<file path="src/rtl/mrc_pkg.sv">
`timescale 1ns / 1ps
// Shared types, constants and the CRC-16 byte update for the Modbus RTU request checker.
// Depends on nothing; every module of the block imports it.
package mrc_pkg;

  // Frame limits and byte counter.
  localparam int MAX_FRAME_BYTES = 256;
  localparam int CNT_W           = 9;
  localparam logic [CNT_W-1:0] COUNT_LIMIT = '1;
  localparam logic [CNT_W-1:0] MIN_FRAME_BYTES = CNT_W'(4);

  // CRC-16 constants, reflected form.
  localparam logic [15:0] CRC_SEED = 16'hFFFF;
  localparam logic [15:0] CRC_POLY = 16'hA001;

  // Configuration register indexes and reset values.
  localparam int CFG_IDX_W = 1;
  localparam logic [CFG_IDX_W-1:0] CFG_SLAVE_ID     = 1'b0;
  localparam logic [CFG_IDX_W-1:0] CFG_MAX_QUANTITY = 1'b1;
  localparam logic [7:0]  SLAVE_ID_RESET     = 8'd1;
  localparam logic [15:0] MAX_QUANTITY_RESET = 16'd256;
  localparam logic [7:0]  BROADCAST_ID       = 8'd0;

  // Function codes.
  localparam logic [7:0] FC_READ_COIL_STATUS = 8'd1;
  localparam logic [7:0] FC_READ_INPUTS      = 8'd2;
  localparam logic [7:0] FC_READ_HOLDING     = 8'd3;
  localparam logic [7:0] FC_READ_INPUT_REGS  = 8'd4;
  localparam logic [7:0] FC_WRITE_ONE_COIL   = 8'd5;
  localparam logic [7:0] FC_WRITE_REG        = 8'd6;
  localparam logic [7:0] FC_WRITE_MANY_COILS = 8'd15;
  localparam logic [7:0] FC_WRITE_REGS       = 8'd16;

  // Response lengths that do not depend on the quantity.
  localparam logic [15:0] RESP_WRITE     = 16'd8;
  localparam logic [15:0] RESP_EXCEPTION = 16'd5;
  localparam logic [15:0] RESP_NONE      = 16'd0;

  // Queue between the front and the back.
  localparam int QUEUE_DEPTH = 2;
  localparam int QPTR_W      = $clog2(QUEUE_DEPTH);
  localparam int QCNT_W      = $clog2(QUEUE_DEPTH + 1);

  typedef enum logic [1:0] {
    ST_OK               = 2'd0,
    ST_ILLEGAL_FUNCTION = 2'd1,
    ST_ILLEGAL_ADDRESS  = 2'd2
  } status_t;

  // Summary of one frame that passed the length and CRC checks.
  typedef struct packed {
    logic [CNT_W-1:0] len;
    logic [7:0]       station;
    logic [7:0]       code;
    logic [15:0]      address;
    logic [15:0]      qty;
  } frame_t;

  // One byte through the reflected CRC-16, one bit per step.
  function automatic logic [15:0] crc_feed(input logic [15:0] crc_in, input logic [7:0] data);
    logic [15:0] c;
    c = crc_in ^ {8'h00, data};
    for (int k = 0; k < 8; k++) begin
      if (c[0]) begin
        c = (c >> 1) ^ CRC_POLY;
      end else begin
        c = c >> 1;
      end
    end
    return c;
  endfunction

endpackage

</file>
<file path="src/rtl/mrc_back.sv">
`timescale 1ns / 1ps
// Back part: address filter, short-write drop, status and response length,
// and the output register. Uses mrc_pkg.
module mrc_back (
  input  logic              clk,
  input  logic              rst,
  input  logic [7:0]        slave_id,
  input  logic [15:0]       max_quantity,
  input  logic              queue_valid,
  input  mrc_pkg::frame_t   head,
  output logic              pop,
  output logic              out_valid,
  input  logic              out_ready,
  output logic [1:0]        status,
  output logic [7:0]        function_code,
  output logic [15:0]       start_address,
  output logic [15:0]       quantity,
  output logic              is_broadcast,
  output logic [15:0]       response_length
);
  import mrc_pkg::*;

  logic        bcast;
  logic        addr_ok;
  logic        qbad;
  logic [16:0] coil_bytes;
  logic [16:0] coil_resp;
  logic [17:0] reg_resp;
  logic [17:0] len_ext;
  logic        short_coils;
  logic        short_regs;
  logic        keep;
  status_t     st;
  logic [15:0] resp;

  assign bcast   = (head.station == BROADCAST_ID);
  assign addr_ok = (head.station == slave_id) || bcast;
  assign qbad    = (head.qty > max_quantity);

  // Quantity-dependent lengths.
  assign coil_bytes  = ({1'b0, head.qty} + 17'd7) >> 3;
  assign coil_resp   = coil_bytes + 17'd5;
  assign reg_resp    = {1'b0, head.qty, 1'b0} + 18'd5;
  assign len_ext     = 18'(head.len);
  assign short_coils = len_ext < ({1'b0, coil_bytes} + 18'd9);
  assign short_regs  = len_ext < ({1'b0, head.qty, 1'b0} + 18'd9);

  // Classification by function code.
  always_comb begin
    st   = ST_OK;
    resp = RESP_NONE;
    keep = addr_ok;
    unique case (head.code)
      FC_READ_COIL_STATUS, FC_READ_INPUTS: begin
        st   = qbad ? ST_ILLEGAL_ADDRESS : ST_OK;
        resp = coil_resp[15:0];
      end
      FC_READ_HOLDING, FC_READ_INPUT_REGS: begin
        st   = qbad ? ST_ILLEGAL_ADDRESS : ST_OK;
        resp = (reg_resp > 18'h0FFFF) ? 16'hFFFF : reg_resp[15:0];
      end
      FC_WRITE_ONE_COIL, FC_WRITE_REG: begin
        resp = RESP_WRITE;
      end
      FC_WRITE_MANY_COILS: begin
        keep = addr_ok && !short_coils;
        st   = qbad ? ST_ILLEGAL_ADDRESS : ST_OK;
        resp = RESP_WRITE;
      end
      FC_WRITE_REGS: begin
        keep = addr_ok && !short_regs;
        st   = qbad ? ST_ILLEGAL_ADDRESS : ST_OK;
        resp = RESP_WRITE;
      end
      default: begin
        st = ST_ILLEGAL_FUNCTION;
      end
    endcase
    if (st != ST_OK) begin
      resp = bcast ? RESP_NONE : RESP_EXCEPTION;
    end
  end

  // A summary leaves the queue whenever the output register can take it.
  assign pop = queue_valid && (!out_valid || out_ready);

  // Output valid.
  always_ff @(posedge clk) begin
    if (rst) begin
      out_valid <= 1'b0;
    end else if (pop) begin
      out_valid <= keep;
    end else if (out_ready) begin
      out_valid <= 1'b0;
    end
  end

  // Output payload.
  always_ff @(posedge clk) begin
    if (pop && keep) begin
      status          <= st;
      function_code   <= head.code;
      start_address   <= head.address;
      quantity        <= head.qty;
      is_broadcast    <= bcast;
      response_length <= resp;
    end
  end

endmodule
</file>
<file path="config.mk">
export PLATFORM = sky130hd
export DESIGN_NAME = mrc_back
export DESIGN_NICKNAME = d
export VERILOG_FILES = /design/src/rtl/mrc_pkg.sv /design/src/rtl/mrc_back.sv
export SDC_FILE = /design/constraint.sdc
export NUM_CORES = 1
export LEC_CHECK = 0
export BUFFER_PORTS_ARGS = -buffer_cell sky130_fd_sc_hd__buf_2
export CORE_UTILIZATION = 56
export DETAILED_ROUTE_END_ITERATION = 8
export GPL_ROUTABILITY_DRIVEN = 0
export GPL_TIMING_DRIVEN = 0
export PLACE_DENSITY = 0.87
export SLEW_MARGIN = 20
export SYNTH_ARGS = -nofsm -noshare
export SYNTH_HDL_FRONTEND = slang
export SYNTH_SLANG_ARGS = --single-unit
</file>
<file path="constraint.sdc">
create_clock -name clk -period 28.4 [get_ports clk]
set_input_delay 5.68 -clock clk [delete_from_list [all_inputs] [get_ports clk]]
set_output_delay 5.68 -clock clk [all_outputs]
set_load 0.03 [all_outputs]
</file>
# Yosys cells after proc, flatten, opt, wreduce, memory -nomap -nowiden
# Index checks and enable logic that the tools add are counted.
word_totals:
  regBits: 60
  input_bits: 85
  output_inout_bits: 61
  wordCells: 51
classes:
  addsub: 5
  magnitude_cmp: 4
  eq_ne: 9
  muxes: 9
  n_reduce_logical: 17
ops:
  columns: ["cell", "count"]
  rows:
  - ["16-bit case mux with 3 select lines", 1]
  - ["16-bit two-way mux", 2]
  - ["8-bit by 3-bit equality test with 1-bit output, second input constant", 3]
  - ["17-bit by 3-bit adder with 18-bit output, second input constant", 1]
  - ["17-bit by 4-bit adder with 18-bit output, second input constant", 1]
  - ["18-bit by 16-bit greater-than comparator with 1-bit output, second input constant", 1]
  - ["9-bit by 18-bit < comparator with 1-bit output", 1]
  - ["16-bit by 3-bit adder with 17-bit output, second input constant", 1]
  - ["8-bit by 2-bit equality test with 1-bit output, second input constant", 2]
  - ["16-bit greater-than comparator", 1]
  - ["14-bit by 3-bit adder with 15-bit output, second input constant", 1]
  - ["14-bit by 4-bit adder with 15-bit output, second input constant", 1]
  - ["9-bit by 15-bit < comparator with 1-bit output", 1]
  - ["8-bit by 1-bit equality test with 1-bit output, second input constant", 1]
  - ["8-bit by 4-bit equality test with 1-bit output, second input constant", 1]
  - ["8-bit by 5-bit equality test with 1-bit output, second input constant", 1]
  - ["8-bit equality test", 1]
  - ["8-bit zero test", 1]
  - ["2-bit OR reduction", 3]
  - ["6-bit OR reduction", 1]
  - ["1-bit logical AND", 4]
  - ["2-bit case mux with 2 select lines", 1]
  - ["2-bit nonzero test", 2]
  - ["4-bit OR reduction", 1]
  - ["other kinds (6)", 10]

# Longest topological paths before layout
# Gate-level depths: netlist (run 1).
depth:
  depth_word: 7
  mapped_depth: 19
  ltp_nobuf: 19

# Worst setup path before layout (run 1)
# OpenSTA, ideal clock, no wires.
synth_timing:
  kind: "input-to-reg"
  start: "input port head[1] (netlist name)"
  end: "register function_code[0], enable pin"
  setup_ns: 0.564
  arrival_time_ns: 12.783
  required_time_ns: 27.836
  slack_ns: 15.053
  cell_stages: 18
  n_path_buf: 0
  cell_sequence: "inv_1 -> ha_1 -> a21boi_2 -> xnor2_1 -> ha_1 -> nand2_1 -> nand2_1 -> o21ai_0 -> or3_1 -> xnor2_1 -> ha_1 -> a211oi_1 -> nand2_1 -> a21oi_1 -> o21bai_1 -> nor4bb_1 -> o211ai_1 -> a211oi_1"
synth_via:
  elab_chain_cells: 7
  word_cells_on_any_way: 11
  cone_classes: "3 x add/sub; 2 x order compare; 1 x mux; 5 x reduce/logical"
synth_lines:
  columns: ["item", "line_no", "source"]
  rows:
  - ["start, declared", "mrc_back.sv:10", "input mrc_pkg::frame_t head,"]
  - ["16-bit by 3-bit adder with 17-bit output", "mrc_back.sv:41", "assign coil_bytes = ({1'b0, head.qty} + 17'd7) >> 3;"]
  - ["14-bit by 4-bit adder with 15-bit output", "mrc_back.sv:45", "assign short_coils = len_ext < ({1'b0, coil_bytes} + 18'd9);"]
  - ["9-bit by 15-bit < comparator with 1-bit output", "mrc_back.sv:45", null]
  - ["1-bit zero test", "mrc_back.sv:66", "keep = addr_ok && !short_coils;"]
  - ["1-bit logical AND", "mrc_back.sv:66", null]
  - ["1-bit case mux with 2 select lines *", "mrc_back.sv:53", "unique case (head.code)"]
  - ["1-bit logical AND *", "mrc_back.sv:100", "if (pop && keep) begin"]
  - ["end signal, assigned", "mrc_back.sv:102", "function_code <= head.code;"]
  - ["end, declared", "mrc_back.sv:15", "output logic [7:0] function_code,"]
# Mark *: on every way between the ends. The rest lies on a longest branch, timed or not.
# A chain may end at the register's enable or synchronous reset.

# Worst setup path after layout (run 1)
layout_timing:
  start: "input port out_ready"
  end: "output port pop"
layout_via:
  elab_chain_cells: 2
layout_lines:
  columns: ["item", "line_no", "source"]
  rows:
  - ["start, declared", "mrc_back.sv:13", "input logic out_ready,"]
  - ["1-bit logical OR", "mrc_back.sv:85", "assign pop = queue_valid && (!out_valid || out_ready);"]
  - ["1-bit logical AND", "mrc_back.sv:85", null]
  - ["end, declared", "mrc_back.sv:11", "output logic pop,"]
# Every way passes these cells.

==> results.py, run 1 <==
metrics = {
    "run_status": {
        "status": "complete, no violations",
    },
    "setup_path": {
        "worst_r2r_endpoint": "quantity[4]$_DFFE_PP_",
        "crit_type": "primary input to primary output",
        "worstSetupStartpointType": "primary input",
        "arrival_ns": 6.26,
        "cp_data_required_time_ns": 22.72,
        "cp_max_fo": 2,
        "timing.rr.start": "out_valid$_SDFFE_PP0P_",
        "reg2reg_depth": 6,
        "r2r_setup_slack_ns": 26.22,
        "worstSetupEndpointType": "primary output",
    },
    "yosys": {
        "synth_top_family_by_area": "simple AND/OR/NAND/NOR gates",
        "synth_seq_area_share_pct": 39.90,
        "yosys_warnings": 0,
        "synth-async-reset-ratio_pct": 0,
        "synth_top_flop_cell": "edfxtp_1",
        "syn-num-nets": 572,
        "synth_top_area_cell": "edfxtp_1",
        "syn_area_sq_um": 4491,
        "synth_compound_area_share_pct": 15.24,
        "ys_types": 56,
        "netlist.area_leader.share_pct": 39.45,
        "syn_area_per_cell_sq_um": 10.02,
        "ys_ff_latch": 60,
        "synth_area_leaders": "edfxtp_1 (39%), ha_1 (11%), xnor2_1 (8.0%)",
        "ys_top_cells_by_count": "edfxtp_1 (59), xnor2_1 (41), ha_1 (39)",
        "synth_edf_count": 59,
        "synth_xor_area_share_pct": 10.73,
        "synth_mux_area_share_pct": 0.6966,
        "synth-simple-area-share_pct": 18.36,
        "synthAdderAreaFrac_pct": 11.09,
        "synth_most_common_cell": "edfxtp_1",
        "synth_cells": 448,
    },
    "placed_design": {
        "port-buffer-count": 145,
        "dp_hpwl_um": 9132,
    },
    "hold_path": {
        "holdPathEnd": "out_valid$_SDFFE_PP0P_",
        "hold-path-cell-count": 2,
        "hold_start": "out_valid$_SDFFE_PP0P_",
        "holdCritPathClass": "register to register",
    },
    "final_layout": {
        "fillers": 572,
        "drive_gt1_share_pct": 29.58,
        "nets": 731,
        "diodes": 0,
        "multi_input_comb_area_sq_um": 2532,
        "ff_latch_area_sq_um": 1792,
        "finalCoreUtilization_pct": 72.39,
        "area_growth_pct": 24.58,
    },
    "cts": {
        "postCtsSetupBuffers": 0,
        "ctsHoldBuffers": 0,
        "cts.path.max_buffers": 2,
        "clk_latency_ns": 0.34,
        "clk_pin_slew_ns": 0.07,
        "cts_made_buffers": 9,
        "htree_levels": 3,
        "cts_tree": "yes",
        "cts_resized": 0,
        "root_buffer": "clkbuf_8",
        "cts.sinks": 60,
    },
    "sta": {
        "setup_viol": 0,
        "relSlewSlack_pct": 51.95,
        "clock_skew_ns": 0.008275,
        "tns_ns": 0,
        "holdWs_ns": 0.5924,
        "rsz0062_at_grt": "no",
        "slew_violations": 0,
        "period_needed_ns": 11.94,
        "fin_crit_sh_pct": 42.06,
        "final_hold_viol_count": 0,
        "fmax_mhz": 83.73,
        "tightestPinTransition_ns": 0.7184,
    },
    "global_routing": {
        "grt_max_degree": 18,
        "track_usage_pct": 28.36,
        "grt.overflow.total": 0,
        "grt_pass1_vias": 3981,
        "grt_pass1_wl_um": 18630,
        "antenna_found_initial": 0,
    },
    "floorplan": {
        "fp.dieH_um": 91.55,
        "start_util_pct": 58.11,
        "dieWidth_um": 91.55,
        "core_area_sq_um": 7727,
        "pin_count": 146,
        "fp-row-count": 32,
        "die-area_sq_um": 8381,
    },
    "flow_run": {
        "maxCapViolations": 0,
    },
    "drt": {
        "vias_per_cell": 5.936,
        "via_count": 4238,
        "drtIter0Drc": 370,
        "drc_errors": 0,
        "totalWireLength_um": 11580,
        "ant_nets": 0,
        "firstDrtPassIters": 6,
        "wl_per_cell_um": 16.22,
    },
    "power": {
        "p_leak_nw": 2.254,
        "ir_drop_v": 0.00003247,
        "cellPowerDensity_nw_per_um2": 39.59,
    },
}
area by class of cell:
type | count | share of cell area [%]
multi-input combinational | 345 | 45.27
buffer | 20 | 1.655
inverter | 23 | 1.543
timing repair buffer | 148 | 13.64
tap | 102 | 2.281
sequential | 60 | 32.03
clock inverter | 7 | 1.364
clock buffer | 9 | 2.214
registers in the layout, summed over array words and instances (netlist names):
name / cells
quantity: 16
response_length: 16
start_address: 16
function_code: 8
status: 2
is_broadcast: 1
out_valid: 1
cells in the final DEF (no fill, tap or decap), drive strengths merged, types with 3 or more instances in the layout:
| cell type | instances |
|---|---|
| a211oi | 5 |
| a21o | 6 |
| a21oi | 16 |
| a22o | 10 |
| and2 | 7 |
| and3 | 8 |
| and4 | 4 |
| buf | 155 |
| clkbuf | 22 |
| clkinv | 3 |
| edfxtp | 59 |
| ha | 39 |
| inv | 24 |
| nand2 | 38 |
| nand2b | 5 |
| nand3 | 12 |
| nand4 | 9 |
| nor2 | 17 |
| nor2b | 4 |
| nor3 | 13 |
| nor3b | 4 |
| nor4 | 9 |
| o2111ai | 4 |
| o211ai | 4 |
| o21a | 8 |
| o21ai | 20 |
| o21bai | 4 |
| o221ai | 4 |
| or3 | 10 |
| or4 | 6 |
| xnor2 | 41 |
| xor2 | 14 |
cells by family after synthesis:
logic type                 Yosys count
buffers and inverters               43
AOI/OAI and AO/OA                   98
muxes                                3
xor gates and xnor gates            55
adders and majority gates           40
and+or+nand+nor                    149
DFF                                 60
through the flow:
step	cells	power [mW]	worst slack [ns]	cell area [sq um]
floorplan	448	0.1290	15.05	4491
global placement	695	0.1430	12.67	5344
detailed placement	698	0.1457	16.46	5394
CTS	714	0.2219	16.46	5594
global route	714	0.2318	16.41	5594
finish	714	0.2215	16.46	5594
power by group:
group / switching (mW) / internal [mW] / total (mW)
clock: 0.0359 / 0.0409 / 0.0767
combinational: 0.0277 / 0.0197 / 0.0474
sequential: 0.000103 / 0.0972 / 0.0973
total: 0.0637 / 0.158 / 0.221
critical path, cell delays in order:
cell and delay [ns]:
buf_2 0.10, nand2b_1 0.15, and2_1 0.17, buf_2 0.17
how the worst max path moves through the flow:
stage	endpoint	slack, ns	cells past startpoint	start
after CTS	pop	16.46	4	out_ready
after global placement	quantity[1]$_DFFE_PP_	12.67	19	head[1]
after detailed placement	pop	16.46	4	out_ready
after global routing	pop	16.41	4	out_ready
final	pop	16.46	4	out_ready
after floorplan	function_code[0]$_DFFE_PP_	15.05	18	head[1]
routing by layer:
layer	wire length [um]	GRT usage [%]
met1	4591	35.36
met2	5534	47.06
met3	994	5.025
met4	462	14.42
met5	0	0
Power figures use the tool's default switching activity.
==> run 2, diff against run 1 <==
- CORE_UTILIZATION: 56 -> 52
- PLACE_DENSITY: 0.87 -> 0.82
- clock period: 28.4 -> 11.62 ns (I/O delays scaled with it)
==> results.py, run 2 (synthesis gave the netlist of run 1 again) <==
metrics = {
    "drt": {
        "ant_nets": 0,
        "wl_met2_um": 5785,
        "firstDrtPassIters": 5,
        "wl_met3_um": 873,
        "vias_per_cell": 5.828,
        "wl_met1_um": 4838,
        "via_count": 4179,
        "totalWireLength_um": 11690,
        "drtIter0Drc": 378,
        "drc_errors": 0,
        "wl_per_cell_um": 16.31,
        "top_layer": "met4",
    },
    "power": {
        "cellPowerDensity_nw_per_um2": 95.63,
        "power_frac_comb_pct": 21.7,
        "p_int_uw": 384.1,
        "ir_drop_v": 0.00004789,
        "clkPwrFrac_pct": 33.7,
        "pwr-share-seq_pct": 44.6,
        "p_total_uw": 533.4,
        "p_leak_nw": 2.251,
        "power.switching_uw": 149.2,
        "netSwitchingFraction_pct": 27.98,
    },
    "flow_run": {
        "maxCapViolations": 0,
    },
    "floorplan": {
        "pin_count": 146,
        "die-area_sq_um": 9012,
        "fp-row-count": 33,
        "fp.dieH_um": 94.93,
        "dieWidth_um": 94.93,
        "core_area_sq_um": 8299,
        "start_util_pct": 54.11,
    },
    "final_layout": {
        "area_growth_pct": 24.21,
        "layout_common_cells": "buf_2 (149), edfxtp_1 (59), xnor2_1 (41)",
        "final_common_cell": "buf_2",
        "fillers": 689,
        "finalCoreUtilization_pct": 67.21,
        "nets": 731,
        "stdcell_count": 717,
        "drive_gt1_share_pct": 29.25,
        "diodes": 0,
        "top_regs": "quantity (16), response_length (16), start_address (16)",
    },
    "sta": {
        "clock_skew_ns": 0.003528,
        "slew_violations": 0,
        "relSlewSlack_pct": 40.02,
        "period_needed_ns": 7.763,
        "fmax_mhz": 128.8,
        "setup_viol": 0,
        "tns_ns": 0,
        "tightestPinTransition_ns": 0.8967,
        "rsz0062_at_grt": "no",
        "fin_crit_sh_pct": 66.80,
        "holdWs_ns": 0.5530,
        "final_hold_viol_count": 0,
    },
    "setup_path": {
        "cp_max_fo": 17,
        "timing.critical_path.buf_inv": 5,
        "worstSetupEndpointType": "register",
        "critPathSlowestCell": "a211oi_4",
        "cp_cell_sequence": "buf_2, inv_1, ha_1, a21boi_2, xnor2_1, ha_1, nand2_1, nand2_1, o21ai_0, or3_1, xnor2_1, ha_1, a211oi_1, nand2_1, a21oi_1, o21bai_1, nor4bb_1, o211ai_1, a211oi_4, buf_6, buf_6, buf_6",
        "cp_data_required_time_ns": 11.66,
        "arrival_ns": 7.80,
        "worstSetupStartpointType": "primary input",
        "r2r_setup_slack_ns": 9.15,
        "cpPeakStageDelay_ns": 0.82,
        "crit_type": "primary input to register",
        "path_delay_family": "compound AO/OA/AOI/OAI gates",
    },
    "cts": {
        "cts.sinks": 60,
        "clk_latency_ns": 0.33,
        "postCtsSetupBuffers": 0,
        "ctsHoldBuffers": 0,
        "root_buffer": "clkbuf_8",
        "clk_pin_slew_ns": 0.07,
        "cts_tree": "yes",
        "cts_resized": 0,
        "cts.path.max_buffers": 2,
        "cts_made_buffers": 9,
        "htree_levels": 3,
    },
    "global_routing": {
        "antenna_found_initial": 0,
        "grt_max_degree": 18,
        "grt.overflow.total": 0,
        "grt_pass1_wl_um": 18090,
        "grt_pass1_vias": 3810,
        "track_usage_pct": 26.02,
    },
    "placed_design": {
        "port-buffer-count": 145,
        "placed_cells": 701,
        "dp_hpwl_um": 9222,
    },
    "hold_path": {
        "holdCritPathClass": "register to register",
    },
    "run_status": {
        "status": "complete, no violations",
    },
}
-- run 2: final cells by class --
class	instances	area (sq um)	area share, %
Timing Repair Buffer	148	759.5	13.62
Clock buffer	11	131.4	2.355
Buffer	20	92.59	1.660
Sequential cell	60	1792	32.12
Inverter	23	86.33	1.548
Multi-Input combinational cell	345	2532	45.40
Tap cell	105	131.4	2.355
Clock inverter	5	52.55	0.9421
-- run 2: through the flow --
step,setup slack [ns],area (sq um)
after CTS,3.965,5578
after floorplan,1.629,4491
after global routing,3.521,5578
after global placement,-0.5874,5348
after detailed placement,3.622,5394
final,3.857,5578
-- run 2: worst min-delay path, delay by kind of cell (launching register included) --
family	cells	cell delay, ns
AOI/OAI and AO/OA	1	0.11
DFF	1	0.31
and+or+nand+nor	1	0.08
-- run 2: per-layer routing --
metal  GRT usage (%)  vias to the layer above
met3           4.992                       14
met1           33.94                     1955
met4           7.323                        0
met5               0                        -
met2           43.76                      204
li1                -                     2006
-- run 2: path summary, 6_finish.rpt --
kind	endpoint	cells past startpoint	startpoint
worst min register to register	out_valid$_SDFFE_PP0P_	2	out_valid$_SDFFE_PP0P_
worst max register to register	quantity[0]$_DFFE_PP_	7	out_valid$_SDFFE_PP0P_
worst min-delay path	out_valid$_SDFFE_PP0P_	2	out_valid$_SDFFE_PP0P_
worst max-delay path	quantity[0]$_DFFE_PP_	22	head[1]
-- run 2: power by group through the flow --
stage          clock (mW)  sequential [mW]  combinational [mW]
6_report            0.180            0.238               0.116
5_1_grt             0.191            0.238               0.128
4_1_cts             0.181            0.238               0.114
3_5_place_dp            0            0.243               0.114
3_3_place_gp            0            0.243               0.107
2_1_floorplan           0            0.245              0.0700
